File: config.mk
export PLATFORM = sky130hd
export DESIGN_NAME = marker_detect_payload_capture
export DESIGN_NICKNAME = d
export VERILOG_FILES = /design/src/sv/mdpc_pkg.sv /design/src/sv/mdpc_matcher.sv /design/src/sv/mdpc_capture.sv /design/src/sv/marker_detect_payload_capture.sv
export SDC_FILE = /design/constraint.sdc
export NUM_CORES = 1
export LEC_CHECK = 0
export BUFFER_PORTS_ARGS = -buffer_cell sky130_fd_sc_hd__buf_2
export CAP_MARGIN = 15
export CELL_PAD_IN_SITES_DETAIL_PLACEMENT = 2
export CELL_PAD_IN_SITES_GLOBAL_PLACEMENT = 2
export CORE_UTILIZATION = 40
export CTS_CLUSTER_DIAMETER = 50
export DETAILED_ROUTE_END_ITERATION = 8
export PLACE_DENSITY_LB_ADDON = 0.1
export SYNTH_ARGS = -nofsm -noshare
export SYNTH_HDL_FRONTEND = slang
export SYNTH_HIERARCHICAL = 1
export SYNTH_SLANG_ARGS = --single-unit
File: constraint.sdc
create_clock -name clk -period 7.9 [get_ports clk]
set_clock_uncertainty 0.2 [all_clocks]
set_input_delay 0 -clock clk [delete_from_list [all_inputs] [get_ports clk]]
set_output_delay 0 -clock clk [all_outputs]
set_load 0.01 [all_outputs]
File: src/sv/mdpc_pkg.sv
package mdpc_pkg;

  localparam int unsigned RomDepth   = 31;
  localparam int unsigned StoreDepth = 6;
  localparam int unsigned PayloadW   = 8 * StoreDepth;

  // "##DATETIME_" + tag + "##", zero filled
  localparam logic [7:0] TIME_ROM [RomDepth] = '{
    8'd35, 8'd35, 8'd68, 8'd65, 8'd84, 8'd69, 8'd84, 8'd73, 8'd77, 8'd69, 8'd95,
    8'd71, 8'd73, 8'd71, 8'd65, 8'd51, 8'd35, 8'd35,
    8'd0, 8'd0, 8'd0, 8'd0, 8'd0, 8'd0, 8'd0, 8'd0, 8'd0, 8'd0, 8'd0, 8'd0, 8'd0
  };

  // "##BOOTLOADER_" + tag + "##", zero filled
  localparam logic [7:0] BOOT_ROM [RomDepth] = '{
    8'd35, 8'd35, 8'd66, 8'd79, 8'd79, 8'd84, 8'd76, 8'd79, 8'd65, 8'd68, 8'd69,
    8'd82, 8'd95, 8'd71, 8'd73, 8'd71, 8'd65, 8'd51, 8'd35, 8'd35,
    8'd0, 8'd0, 8'd0, 8'd0, 8'd0, 8'd0, 8'd0, 8'd0, 8'd0, 8'd0, 8'd0
  };

  localparam logic [4:0] ROM_LAST = 5'd31;

  typedef struct packed {
    logic active;       // capture running before this beat
    logic active_next;  // capture running after this beat
    logic done;         // this beat was the last payload byte
  } cap_status_t;

  function automatic logic [7:0] time_rom_at(input logic [4:0] idx);
    logic [7:0] ch;
    ch = 8'd0;
    if (idx != ROM_LAST) begin
      ch = TIME_ROM[idx];
    end
    return ch;
  endfunction

  function automatic logic [7:0] boot_rom_at(input logic [4:0] idx);
    logic [7:0] ch;
    ch = 8'd0;
    if (idx != ROM_LAST) begin
      ch = BOOT_ROM[idx];
    end
    return ch;
  endfunction

endpackage

File: src/sv/mdpc_matcher.sv
module mdpc_matcher
  import mdpc_pkg::*;
(
  input  logic       clk,
  input  logic       rst,
  input  logic       en,
  input  logic [7:0] rx_byte,
  input  logic [4:0] mark_len,
  input  logic [7:0] rom_cur,
  input  logic [7:0] rom_first,
  output logic [4:0] count,
  output logic       hit
);

  logic [4:0] count_next;
  logic [4:0] count_inc;
  logic       match;

  assign match     = (rx_byte == rom_cur);
  assign count_inc = count + 5'd1;
  assign hit       = match && (count_inc == mark_len);

  // restart rule: on a miss, retry the byte against the first character only
  always_comb begin
    if (match) begin
      count_next = hit ? 5'd0 : count_inc;
    end else if (rx_byte == rom_first) begin
      count_next = 5'd1;
    end else begin
      count_next = 5'd0;
    end
  end

  always_ff @(posedge clk) begin
    if (rst) begin
      count <= 5'd0;
    end else if (en) begin
      count <= count_next;
    end
  end

endmodule

File: src/sv/mdpc_capture.sv
module mdpc_capture
  import mdpc_pkg::*;
(
  input  logic                clk,
  input  logic                rst,
  input  logic                en,
  input  logic                start,
  input  logic [7:0]          rx_byte,
  input  logic [2:0]          payload_bytes,
  output cap_status_t         status,
  output logic [PayloadW-1:0] payload
);

  logic       active;
  logic [2:0] cap_count;
  logic [2:0] cap_count_inc;
  logic [7:0] store [StoreDepth];

  assign cap_count_inc      = cap_count + 3'd1;
  assign status.active      = active;
  assign status.done        = active && (cap_count_inc == payload_bytes);
  assign status.active_next = active ? !status.done : start;

  // packed payload includes the byte written on this beat
  always_comb begin
    payload = '0;
    for (int i = 0; i < StoreDepth; i++) begin
      if (status.done && (3'(i) < payload_bytes)) begin
        payload[8*i +: 8] = (3'(i) == cap_count) ? rx_byte : store[i];
      end
    end
  end

  always_ff @(posedge clk) begin
    if (rst) begin
      active    <= 1'b0;
      cap_count <= 3'd0;
    end else if (en) begin
      active <= status.active_next;
      if (active) begin
        cap_count <= cap_count_inc;
      end else if (start) begin
        cap_count <= 3'd0;
      end
    end
  end

  always_ff @(posedge clk) begin
    for (int i = 0; i < StoreDepth; i++) begin
      if (en && active && (cap_count == 3'(i)) && (3'(i) < payload_bytes)) begin
        store[i] <= rx_byte;
      end
    end
  end

endmodule

File: src/sv/marker_detect_payload_capture.sv
// channel | handshake           | payload
// --------+---------------------+-------------------------------------------------
// in      | in_valid / in_stall | rx_byte
// out     | out_valid/out_stall | reboot_request capture_started capture_done
//         |                     | capturing payload
//
// One byte per cycle while the output is not stalled; a byte passes the input
// register, then the matcher/capture logic, on its way to the result register.
// Matcher counts and capture state advance only when a beat moves into the
// result register. Synchronous reset clears all control state.
// A stalled output holds its beat; the input register keeps taking bytes
// until both stages are full.
module marker_detect_payload_capture
  import mdpc_pkg::*;
#(
  parameter int unsigned TIME_MARK_LEN = 18,
  parameter int unsigned BOOT_MARK_LEN = 20,
  parameter int unsigned PAYLOAD_BYTES = 6
) (
  input  logic                clk,
  input  logic                rst,
  input  logic                in_valid,
  output logic                in_stall,
  input  logic [7:0]          rx_byte,
  output logic                out_valid,
  input  logic                out_stall,
  output logic                reboot_request,
  output logic                capture_started,
  output logic                capture_done,
  output logic                capturing,
  output logic [PayloadW-1:0] payload
);

  logic                in_full;
  logic [7:0]          byte_q;
  logic                advance;
  logic                match_en;
  logic [4:0]          time_count;
  logic [4:0]          boot_count;
  logic                time_hit;
  logic                boot_hit;
  cap_status_t         cap_status;
  logic [PayloadW-1:0] cap_payload;

  assign advance  = in_full && (!out_valid || !out_stall);
  assign in_stall = in_full && out_valid && out_stall;
  assign match_en = advance && !cap_status.active;

  always_ff @(posedge clk) begin
    if (rst) begin
      in_full <= 1'b0;
    end else if (!in_stall) begin
      in_full <= in_valid;
    end
  end

  always_ff @(posedge clk) begin
    if (in_valid && !in_stall) begin
      byte_q <= rx_byte;
    end
  end

  mdpc_matcher u_time_match (
    .clk       (clk),
    .rst       (rst),
    .en        (match_en),
    .rx_byte   (byte_q),
    .mark_len  (5'(TIME_MARK_LEN)),
    .rom_cur   (time_rom_at(time_count)),
    .rom_first (time_rom_at(5'd0)),
    .count     (time_count),
    .hit       (time_hit)
  );

  mdpc_matcher u_boot_match (
    .clk       (clk),
    .rst       (rst),
    .en        (match_en),
    .rx_byte   (byte_q),
    .mark_len  (5'(BOOT_MARK_LEN)),
    .rom_cur   (boot_rom_at(boot_count)),
    .rom_first (boot_rom_at(5'd0)),
    .count     (boot_count),
    .hit       (boot_hit)
  );

  mdpc_capture u_capture (
    .clk           (clk),
    .rst           (rst),
    .en            (advance),
    .start         (time_hit && !cap_status.active),
    .rx_byte       (byte_q),
    .payload_bytes (3'(PAYLOAD_BYTES)),
    .status        (cap_status),
    .payload       (cap_payload)
  );

  always_ff @(posedge clk) begin
    if (rst) begin
      out_valid <= 1'b0;
    end else if (advance) begin
      out_valid <= 1'b1;
    end else if (!out_stall) begin
      out_valid <= 1'b0;
    end
  end

  always_ff @(posedge clk) begin
    if (advance) begin
      reboot_request  <= boot_hit && !cap_status.active;
      capture_started <= time_hit && !cap_status.active;
      capture_done    <= cap_status.done;
      capturing       <= cap_status.active_next;
      payload         <= cap_payload;
    end
  end

endmodule

Word-level counts from Yosys, hierarchy flattened

Memories as Yosys holds them, arrays and structs flattened. A register that Yosys moved wholly into a read port is not among the register bits.
Index checks and enable logic that the tools add are counted.

Logic and storage cells: 115
Memories kept: 3
Output and inout bits: 54
Memory bits (writable): 48
Bits in read-only memories: 512
Input bits: 12
Register bits after elaboration: 28

Memory list:

| memory           | depth | bits a word | rd ports | clocked after memory_dff | wr ports | line               | text |
|---|---|---|---|---|---|---|---|
| (name not given) | 32    | 8           | 1        | 0                        | 0        | mdpc_pkg.sv:42     | `ch = BOOT_ROM[idx];` |
| (name not given) | 32    | 8           | 1        | 0                        | 0        | mdpc_pkg.sv:33     | `ch = TIME_ROM[idx];` |
| u_capture.store  | 6     | 8           | 6        | 6                        | 1        | mdpc_capture.sv:17 | `logic [7:0] store [StoreDepth];` |

$add $sub $neg: 3
Multiplexer cells: 43
Bitwise logic cells: 2
Reductions and logical operators: 37
$lt $le $gt $ge: 2
Eq/ne operators: 14

Operator list:

| operator            | number |
|---|---|
| $mux 8              | 11 |
| $reduce_or 8->1     | 5 |
| $mux 1              | 21 |
| $mux 3              | 7 |
| $mux 5              | 4 |
| $logic_and 1x1->1   | 17 |
| $eq 8x8->1          | 2 |
| $ge 6x6->1 const B  | 2 |
| $not 5->6           | 2 |
| $logic_not 1->1     | 11 |
| $add 5x1->5 const B | 2 |
| $eq 5x5->1 const B  | 2 |
| $ne 5x5->1 const B  | 2 |
| $eq 3x3->1 const B  | 3 |
| $eq 8x6->1 const B  | 1 |
| $eq 3x2->1 const B  | 2 |
| $add 3x1->3 const B | 1 |
| $eq 3x1->1 const B  | 1 |
| $logic_not 3->1     | 1 |
| $ne 2x1->1 const B  | 1 |
| $reduce_and 2->1    | 1 |
| $reduce_bool 2->1   | 1 |
| $logic_or 1x1->1    | 1 |

Longest topological paths before layout

Gate-level depths: netlist (run 1).

Depth in word-level cells: 13
Depth in mapped cells: 11
Mapped depth without buffers: 10

Cells and area by module

The synthesis (run 1) kept the hierarchy.

Modules (own cells, without submodules):

| module                        | times used | seq. area each (um^2) | area each (um^2) | cells an instance |
|---|---|---|---|---|
| mdpc_capture                  | 1          | 1521.5                | 2638.8           | 242 |
| marker_detect_payload_capture | 1          | 1841.8                | 2313.5           | 137 |
| mdpc_matcher                  | 2          | 100.1                 | 535.5            | 66 |

Least setup slack after synthesis (run 1)

OpenSTA, ideal clock, no wires.

Path kind: flip-flop to flip-flop
Start: reg in_full
End: mem u_capture.store[2][0], enable pin
Library setup time: 0.386 ns
Arrival time: 5.864 ns
Slack: 1.451 ns
Stages on the path, launching flop included: 4
Path buffers: 0
Period minus slack after synthesis: 6.449 ns
Required time: 7.314 ns
Path through: dfxtp_1 > a21boi_0 > nand2_1 > nor3b_1

Cells in the longest elaborated chain, start to end: 11
Elaborated cells on any way between the ends: 35
Those cells by class: mux: 22; reduce/logical: 13

RTL lines:

| element                                                                | line                                | text |
|---|---|---|
| from (decl)                                                            | marker_detect_payload_capture.sv:34 | `logic in_full;` |
| from (signal assigned)                                                 | marker_detect_payload_capture.sv:53 | `in_full <= in_valid;` |
| $logic_and 1x1->1 *                                                    | marker_detect_payload_capture.sv:45 | `assign advance = in_full && (!out_valid \|\| !out_stall);` |
| net advance                                                            | marker_detect_payload_capture.sv:36 | `logic advance;` |
| $logic_and 1x1->1 *                                                    | mdpc_capture.sv:50                  | `if (en && active && (cap_count == 3'(i)) && (3'(i) < payload_bytes)) begin` |
| $logic_and 1x1->1                                                      | mdpc_capture.sv:50                  |  |
| $mux 1                                                                 | mdpc_capture.sv:50                  |  |
| $mux 1 (not written as such)                                           | mdpc_capture.sv:51                  | `store[i] <= rx_byte;` |
| $reduce_or 8->1 (no source line)                                       | n/a                                 |  |
| $mux 3 (no source line) / $mux 1 (equally long branches) (5 in series) | n/a                                 |  |
| to (decl)                                                              | mdpc_capture.sv:17                  |  |

Mark *: on every way through the listed nets, which the timed path passes. The rest lies on a longest branch.

Worst setup path after layout (run 1)

Start: reg u_time_match.count[3]
End: reg u_capture.cap_count[1]

Cells in the longest elaborated chain, start to end: 10
Elaborated cells on any way between the ends: 13
Those cells by class: add/sub: 1; eq/ne: 3; mux: 3; bitwise: 1; reduce/logical: 4; memory: 1

RTL lines:

| element                                    | line                                | text |
|---|---|---|
| from (decl)                                | mdpc_matcher.sv:11                  | `output logic [4:0] count,` |
| from (signal assigned)                     | mdpc_matcher.sv:38                  | `count <= count_next;` |
| $not 5->6 (not written as such)            | mdpc_pkg.sv:33                      |  |
| $mem_v2 32x8                               | n/a                                 |  |
| $mux 8 (not written as such) (2 in series) | mdpc_pkg.sv:33                      |  |
| $mux 8                                     | mdpc_pkg.sv:32                      | `if (idx != ROM_LAST) begin` |
| $eq 8x8->1                                 | mdpc_matcher.sv:19                  | `assign match = (rx_byte == rom_cur);` |
| $logic_and 1x1->1 *                        | mdpc_matcher.sv:21                  | `assign hit = match && (count_inc == mark_len);` |
| net time_hit                               | marker_detect_payload_capture.sv:40 | `logic time_hit;` |
| $logic_and 1x1->1 *                        | marker_detect_payload_capture.sv:91 | `.start (time_hit && !cap_status.active),` |
| $reduce_bool 2->1 (no source line) *       | n/a                                 |  |
| $reduce_and 2->1 (no source line) *        | n/a                                 |  |
| to (signal assigned)                       | mdpc_capture.sv:41                  | `cap_count <= cap_count_inc;` |
| to (decl)                                  | mdpc_capture.sv:15                  | `logic [2:0] cap_count;` |

Mark *: on every way through the listed nets, which the timed path passes. The rest lies on a longest branch. The select of a mux whose other input is x is not followed.
A chain may end at the register's enable or synchronous reset.

==> results.md, run 1 <==
- Final hold violations: 0
- Outcome: finished, final reports clean
- Multi-input gate area: about 2500 µm²
- Setup crit start kind: flop
- DIE AREA: 15,600 µm²
- Synth Area per Inst: 11.8 µm²
- Nets: approximately 660
- DPL Wire Length: 11,700 µm
- R2R Path Start: u_time_match/count[3]
- Yosys reg bits: 124
- First-pass iteration count of the detailed router: 4
- Fillers: 1,434
- Max Cap Viol: 0
- Sequential element share of the synthesized area: between 50 and 60%
- CP top delay family: simple AND/OR/NAND/NOR gates
- Worst Setup SP: u_time_match/count[3]
- Crit-path max cell delay: approximately 650 ps
- Clock slew seen by the registers of the worst setup and hold paths: roughly 60 ps
- First-pass GRT wire length: 31,000 µm
- Post-cts sizing count: 0
- Grt total ovfl: 0
- Area contributors post-synth: edfxtp_1 54%, xnor2_1 5.7%, dfxtp_1 5.3%
- Syn Inst Count: around 510
- Die Y: between 100 and 150 µm
- Fin crit period: ~3300 ps
- Worst slew pin tran: ~1200 ps
- Longest Clk Path Bufs: 2
- Yosys top cell area share: around 54%
- Pin count of the biggest net entering global routing: between 50 and 60
- N_diodes: 0
- Vias in the first global route: 5,088
- Io pins: 66
- Cell Pwr Density: 231 nW/µm²
- Max rail drop VDD: 0.142 mV
- Hold wc startpoint: rx_byte[7]
- Critical Path RT: ~8000 ps
- Cell Area, Synth: 6020 µm²
- Vias per cell: between 5 and 6
- Hold Crit Class: in -> reg
- Final setup viols: 0
- Buf/Inv on CP: 0
- CP Max Fanout: 14
- Maximum clock frequency: between 300 and 400 MHz
- EDFF count, synth: 108
- Flop2flop setup slack: approximately 4600 ps
- Relative slew slack: ~18%
- Setup repair after global routing missed its margin: false
- GRT Util Overall: 27.1%
- CTS tree: done
- Root buf cell: clkbuf_16
- Area leader, netlist: edfxtp_1
- Seq. cell area: between 3000 and 4000 µm²
- Die W: approximately 120 µm
- WL per Instance: about 25 µm
- Syn. warnings: 6
- Tcrit/Tclk final: a little over two fifths
- Clock latency at the later pin of the worst-skew pair: between 400 and 500 ps
- Slowest CP cell: dfxtp_1
- Worst setup path class: reg -> reg
- Critical path endpoint category: flop
- Non-Filler Instances: about 830
- Setup TNS: 0 ps
- TritonCTS Buffers: 17
- Most frequent cells after synthesis: 108 x edfxtp_1, 45 x nand2_1, 39 x xnor2_1
- Initial core utilization: between 40 and 50%
- Clock tree sinks: between 100 and 150
- Ys async rst share: 0%
- Antenna Nets Post-Route: 0
- Most frequent cell after synthesis: edfxtp_1
- Antenna violations before repair: 1
- Cell variety after synth: 56
- Syn-to-layout area delta: 24.4%
- Detailed Route WL: just over 20,000 µm
- Layout cells sized above 1: 17.6%
- Setup Buffers After CTS: 0
- Vias: 4,626
- CORE AREA: 14,600 µm²
- Drt initial violations: around 310
- Post-route DRC violation count: 0
- Leak Pwr: 0.00271 µW
- Slew Limit Fails: 0
- GPL Wtd Cong: 0.757
- CP cell instances: nand2_2, or3_1, a31oi_1, xnor2_1, nand4_1, nor3_1, nor2b_1, o21ai_0, a22oi_1, nor2_1
- Crit path arrival time: roughly 3400 ps
- Ys flop type: edfxtp_1
- I/O Buffers: 65
- FP Rows: 44
- Htree depth: 4
- Placed insts: roughly 790
power by group:
part	total, µW	internal, µW	switching [µW]
logic	85.6	32.9	52.7
registers	740	723	16.7
clock network	902	571	331
area by class of cell:
cell class / count / area share, %
sequential: 124 / 47.6
timing repair buffer: 84 / 6.68
clock buffer: 19 / 5.91
multi-input combinational: 394 / 33.2
clock inverter: 13 / 2.89
inverter: 14 / 0.702
tap: 184 / 3.07
path summary, 6_finish.rpt:
| path | endpoint | cells past startpoint |
|---|---|---|
| setup reg to reg | u_capture/cap_count[1] | 10 |
| hold reg to reg | payload[26] | 2 |
| setup / recovery | u_capture/cap_count[1] | 10 |
| hold / removal | byte_q[7] | 2 |
per-stage QoR:
| step | total power, µW | cell area, µm² | setup WS (ps) | hold WS (ps) | utilization, % |
|---|---|---|---|---|---|
| 6_report | 1730 | 7490 | 4600 | 85.2 | 51.3 |
| 5_1_grt | 1770 | 7490 | 4340 | 72.7 | 51.3 |
| 4_1_cts | 1730 | 7480 | 4530 | 54.7 | 51.3 |
| 3_5_place_dp | 829 | 6680 | 4740 | -20.8 | 45.8 |
| 3_3_place_gp | 823 | 6680 | 4940 | -22.4 | 45.8 |
| 2_1_floorplan | 795 | 6170 | 1450 | -131 | - |
cells in the final DEF (no fill, tap or decap), types with 16 or more instances in the layout:
cell type,netlist,routed
conb_1,2,41
nand3_1,29,29
edfxtp_1,108,108
mux2i_1,25,25
nand4_1,17,17
nor2_1,38,38
clkbuf_16,0,17
xnor2_1,39,39
a21oi_1,31,31
nor3_1,19,19
dfxtp_1,16,16
buf_2,8,66
nand2_1,45,45
state kept, by name (all words and copies together) (netlist names):
register,cells
capture_started,1
u_boot_match/count,5
u_capture/cap_count,3
out_valid,1
u_capture/store,48
u_capture/active,1
capture_done,1
reboot_request,1
byte_q,8
payload,48
capturing,1
in_full,1
u_time_match/count,5
cell families after synthesis:
kind of cell | after synthesis | share of synthesized area (%)
other cells | 2 | 0.125
xor+xnor | 46 | 7.06
mux | 26 | 4.34
compound gates | 78 | 8.56
buf+inv | 32 | 2.28
fa+ha+maj | 12 | 2.49
flops | 124 | 59.2
simple gates | 191 | 16.0
routing by layer:
layer  vias to the layer above  global-route usage, %  wire length (µm)
met4                         0                   11.1               507
met2                       157                   45.8             10500
li1                       2101                      -                 -
met5                         -                      0                 0
met3                        34                   6.40              1030
met1                      2334                   33.2              8330
repair_timing:
item                                    CTS  global route
hold endpoints to repair                 27             0
endpoints found under the setup margin    0             0
hold buffers                             14             0
No activity file was read; power rests on OpenSTA's default activity.
==> run 2, diff against run 1 <==
- clock period: 7.9 -> 3.5 ns (I/O delays scaled with it)
==> results.md, run 2 (synthesized netlist as in run 1, its figures left out) <==
- Outcome: finished, final reports clean (unchanged)
- Nets: 668 (was 659)
- Die Y: 125 µm (unchanged)
- Flop2flop setup slack: 400 ps (was 4600 ps)
- Htree depth: 4 (unchanged)
- Clock latency at the later pin of the worst-skew pair: 430 ps (was 440 ps)
- DPL Wire Length: 12,400 µm (was 11,700 µm)
- First-pass GRT wire length: 30,700 µm (was 31,000 µm)
- Worst Hold End: byte_q[2] (was byte_q[7])
- Non-Filler Instances: 841 (was 832)
- Critical Path RT: 3590 ps (was 8000 ps)
- Grt total ovfl: 0 (unchanged)
- TritonCTS Buffers: 17 (unchanged)
- Net Sw Frac: 25.7% (was 23.2%)
- Clock slew seen by the registers of the worst setup and hold paths: 60 ps (about the same)
- R2R Path Start: u_time_match/count[0] (was u_time_match/count[3])
- Setup Buffers After CTS: 0 (unchanged)
- Vias in the first global route: 5,255 (was 5,088)
- Io pins: 66 (unchanged)
- Crit Reg-Reg Endpoint: u_capture/cap_count[2] (was u_capture/cap_count[1])
- Vias: 4,616 (was 4,626)
- Commonest non-fill, non-tap cell in the layout: edfxtp_1 (unchanged)
- Maximum clock frequency: 323 MHz (was 303 MHz)
- Max Cap Viol: 0 (unchanged)
- R2R depth: 9 (was 10)
- Comb power frac: 5.6% (was 5.0%)
- Antenna Nets Post-Route: 0 (unchanged)
- Worst setup path class: reg -> reg (unchanged)
- Cell Pwr Density: 477 nW/µm² (was 231 nW/µm²)
- Setup repair after global routing missed its margin: false (unchanged)
- First-pass iteration count of the detailed router: 4 (unchanged)
- Fin crit period: 3100 ps (was 3300 ps)
- WHS: 90.8 ps (was 85.2 ps)
- Vias per cell: 5.49 (was 5.56)
- Antenna violations before repair: 1 (unchanged)
- Buf/Inv on CP: 0 (unchanged)
- Relative slew slack: 22.7% (was 18.0%)
- Post-route DRC violation count: 0 (unchanged)
- Slowest CP cell: dfxtp_1 (unchanged)
- Root buf cell: clkbuf_16 (unchanged)
- Flop pwr share: 46.9% (was 42.8%)
- Placed insts: 795 (was 785)
- Hold Path Depth: 2 (unchanged)
- Critical path endpoint category: flop (unchanged)
- GRT Util Overall: 26.5% (was 27.1%)
- Initial core utilization: 41.3% (unchanged)
- Drt initial violations: 292 (was 312)
- Clock network fraction of total power: 47.5% (was 52.2%)
- Die W: 125 µm (unchanged)
- Total power: 3550 µW (was 1730 µW)
- Hold Crit Class: in -> reg (unchanged)
- Pin count of the biggest net entering global routing: 37 (was 58)
- Worst slew pin tran: 1160 ps (was 1220 ps)
- Post-layout util: 51.1% (was 51.3%)
- Critical Path Most Common Cell: o21ai_0
- Commonest non-fill, non-tap cells in the layout: 108 x edfxtp_1, 65 x buf_2, 45 x nand2_1 (was 108 x edfxtp_1, 66 x buf_2, 45 x nand2_1)
- Leak Pwr: 0.00271 µW (about the same)
- Final setup viols: 0 (unchanged)
- Detailed Route WL: 19,700 µm (was 20,400 µm)
- Clock tree sinks: 124 (unchanged)
- Crit-path max cell delay: 590 ps (was 650 ps)
- Tcrit/Tclk final: 88.4% (was 41.8%)
- Slew Limit Fails: 0 (unchanged)
- Longest Clk Path Bufs: 2 (unchanged)
- Syn-to-layout area delta: 23.7% (was 24.4%)
- DIE AREA: 15,600 µm² (unchanged)
- CORE AREA: 14,600 µm² (unchanged)
- Setup TNS: 0 ps (unchanged)
- CP top delay family: compound AO/OA/AOI/OAI gates (was simple AND/OR/NAND/NOR gates)
- Max rail drop VDD: 0.313 mV (was 0.142 mV)
- CP cell instances: ha_1, nand3_1, o21ai_0, o2111ai_2, nor3_1, nor2b_1, o21ai_0, a2bb2oi_1, nor2_1 (was nand2_2, or3_1, a31oi_1, xnor2_1, nand4_1, nor3_1, nor2b_1, o21ai_0, a22oi_1, nor2_1)
- CP Max Fanout: 13 (was 14)
- N_diodes: 0 (unchanged)
- Layout cells sized above 1: 18.7% (was 17.6%)
- I/O Buffers: 65 (unchanged)
- Multi-input gate area: 2480 µm² (about the same)
- Seq. cell area: 3560 µm² (unchanged)
- Final hold violations: 0 (unchanged)
- Switching pwr: 912 µW (was 400 µW)
- Int Pwr: 2640 µW (was 1330 µW)
- FP Rows: 44 (unchanged)
- Fillers: 1,448 (was 1,434)
- Top flop regs: payload (48), u_capture/store (48), byte_q (8) (unchanged)
- Hold wc startpoint: rx_byte[2] (was rx_byte[7])
- Crit path arrival time: 3190 ps (was 3400 ps)
- Setup crit start kind: flop (unchanged)
- GPL Wtd Cong: 0.784 (was 0.757)
- CTS tree: done (unchanged)
- WL per Instance: 23.4 µm (was 24.5 µm)
[run 2: cell count changes in the layout (fill, tap and decap cells not counted), moves of 3 or more]
cell	delta
inv_8	+3
inv_6	+6
bufinv_16	-5
clkinv_4	-4
buf_4	+10
[run 2: layer usage]
metal / vias up / share of wire [%] / GRT usage [%]
met5: - / 0 / 0
met4: 0 / 2.1 / 8.86
met3: 28 / 3.4 / 5.97
met2: 107 / 54 / 48.4
met1: 2362 / 40 / 30.3
li1: 2119 / - / -
[run 2: final cells by class]
class / count / area share, %
clock buffer: 17 / 5.71
clock inverter: 15 / 1.75
inverter: 14 / 0.705
multi-input combinational: 394 / 33.3
sequential: 124 / 47.8
tap: 184 / 3.09
timing repair buffer: 93 / 7.66
[run 2: per-stage QoR]
| stage | cell area, µm² | worst slack [ps] |
|---|---|---|
| after floorplan | 6180 | 519 |
| after global placement | 6760 | 739 |
| after detailed placement | 6760 | 482 |
| after CTS | 7450 | 415 |
| after global routing | 7450 | 167 |
| final | 7450 | 405 |
[run 2: worst max path at each step]
stage / cells past startpoint / startpoint / slack (ps) / endpoint
detailed placement: 9 / u_time_match/count[0] / 480 / u_capture/cap_count[2]
finish: 9 / u_time_match/count[0] / 400 / u_capture/cap_count[2]
global route: 9 / u_time_match/count[0] / 170 / u_capture/cap_count[2]
global placement: 9 / u_time_match/count[0] / 740 / u_capture/cap_count[2]
CTS: 9 / u_time_match/count[0] / 410 / u_capture/cap_count[0]
floorplan: 3 / out_valid / 520 / u_capture/store[2][0]
[run 2: repair_timing]
item / CTS / global route
hold buffers: 14 / 0
endpoints found under the hold margin: 26 / 0
gates resized for setup: 0 / 0
setup endpoints to repair: 0 / 0
[run 2: power groups by stage]
stage               clock network, µW  registers (µW)  logic (µW)
finish                           1690            1670         198
CTS                              1710            1670         194
detailed placement                  0            1700         177
global route                     1770            1670         214
floorplan                           0            1700        90.5
global placement                    0            1690         168
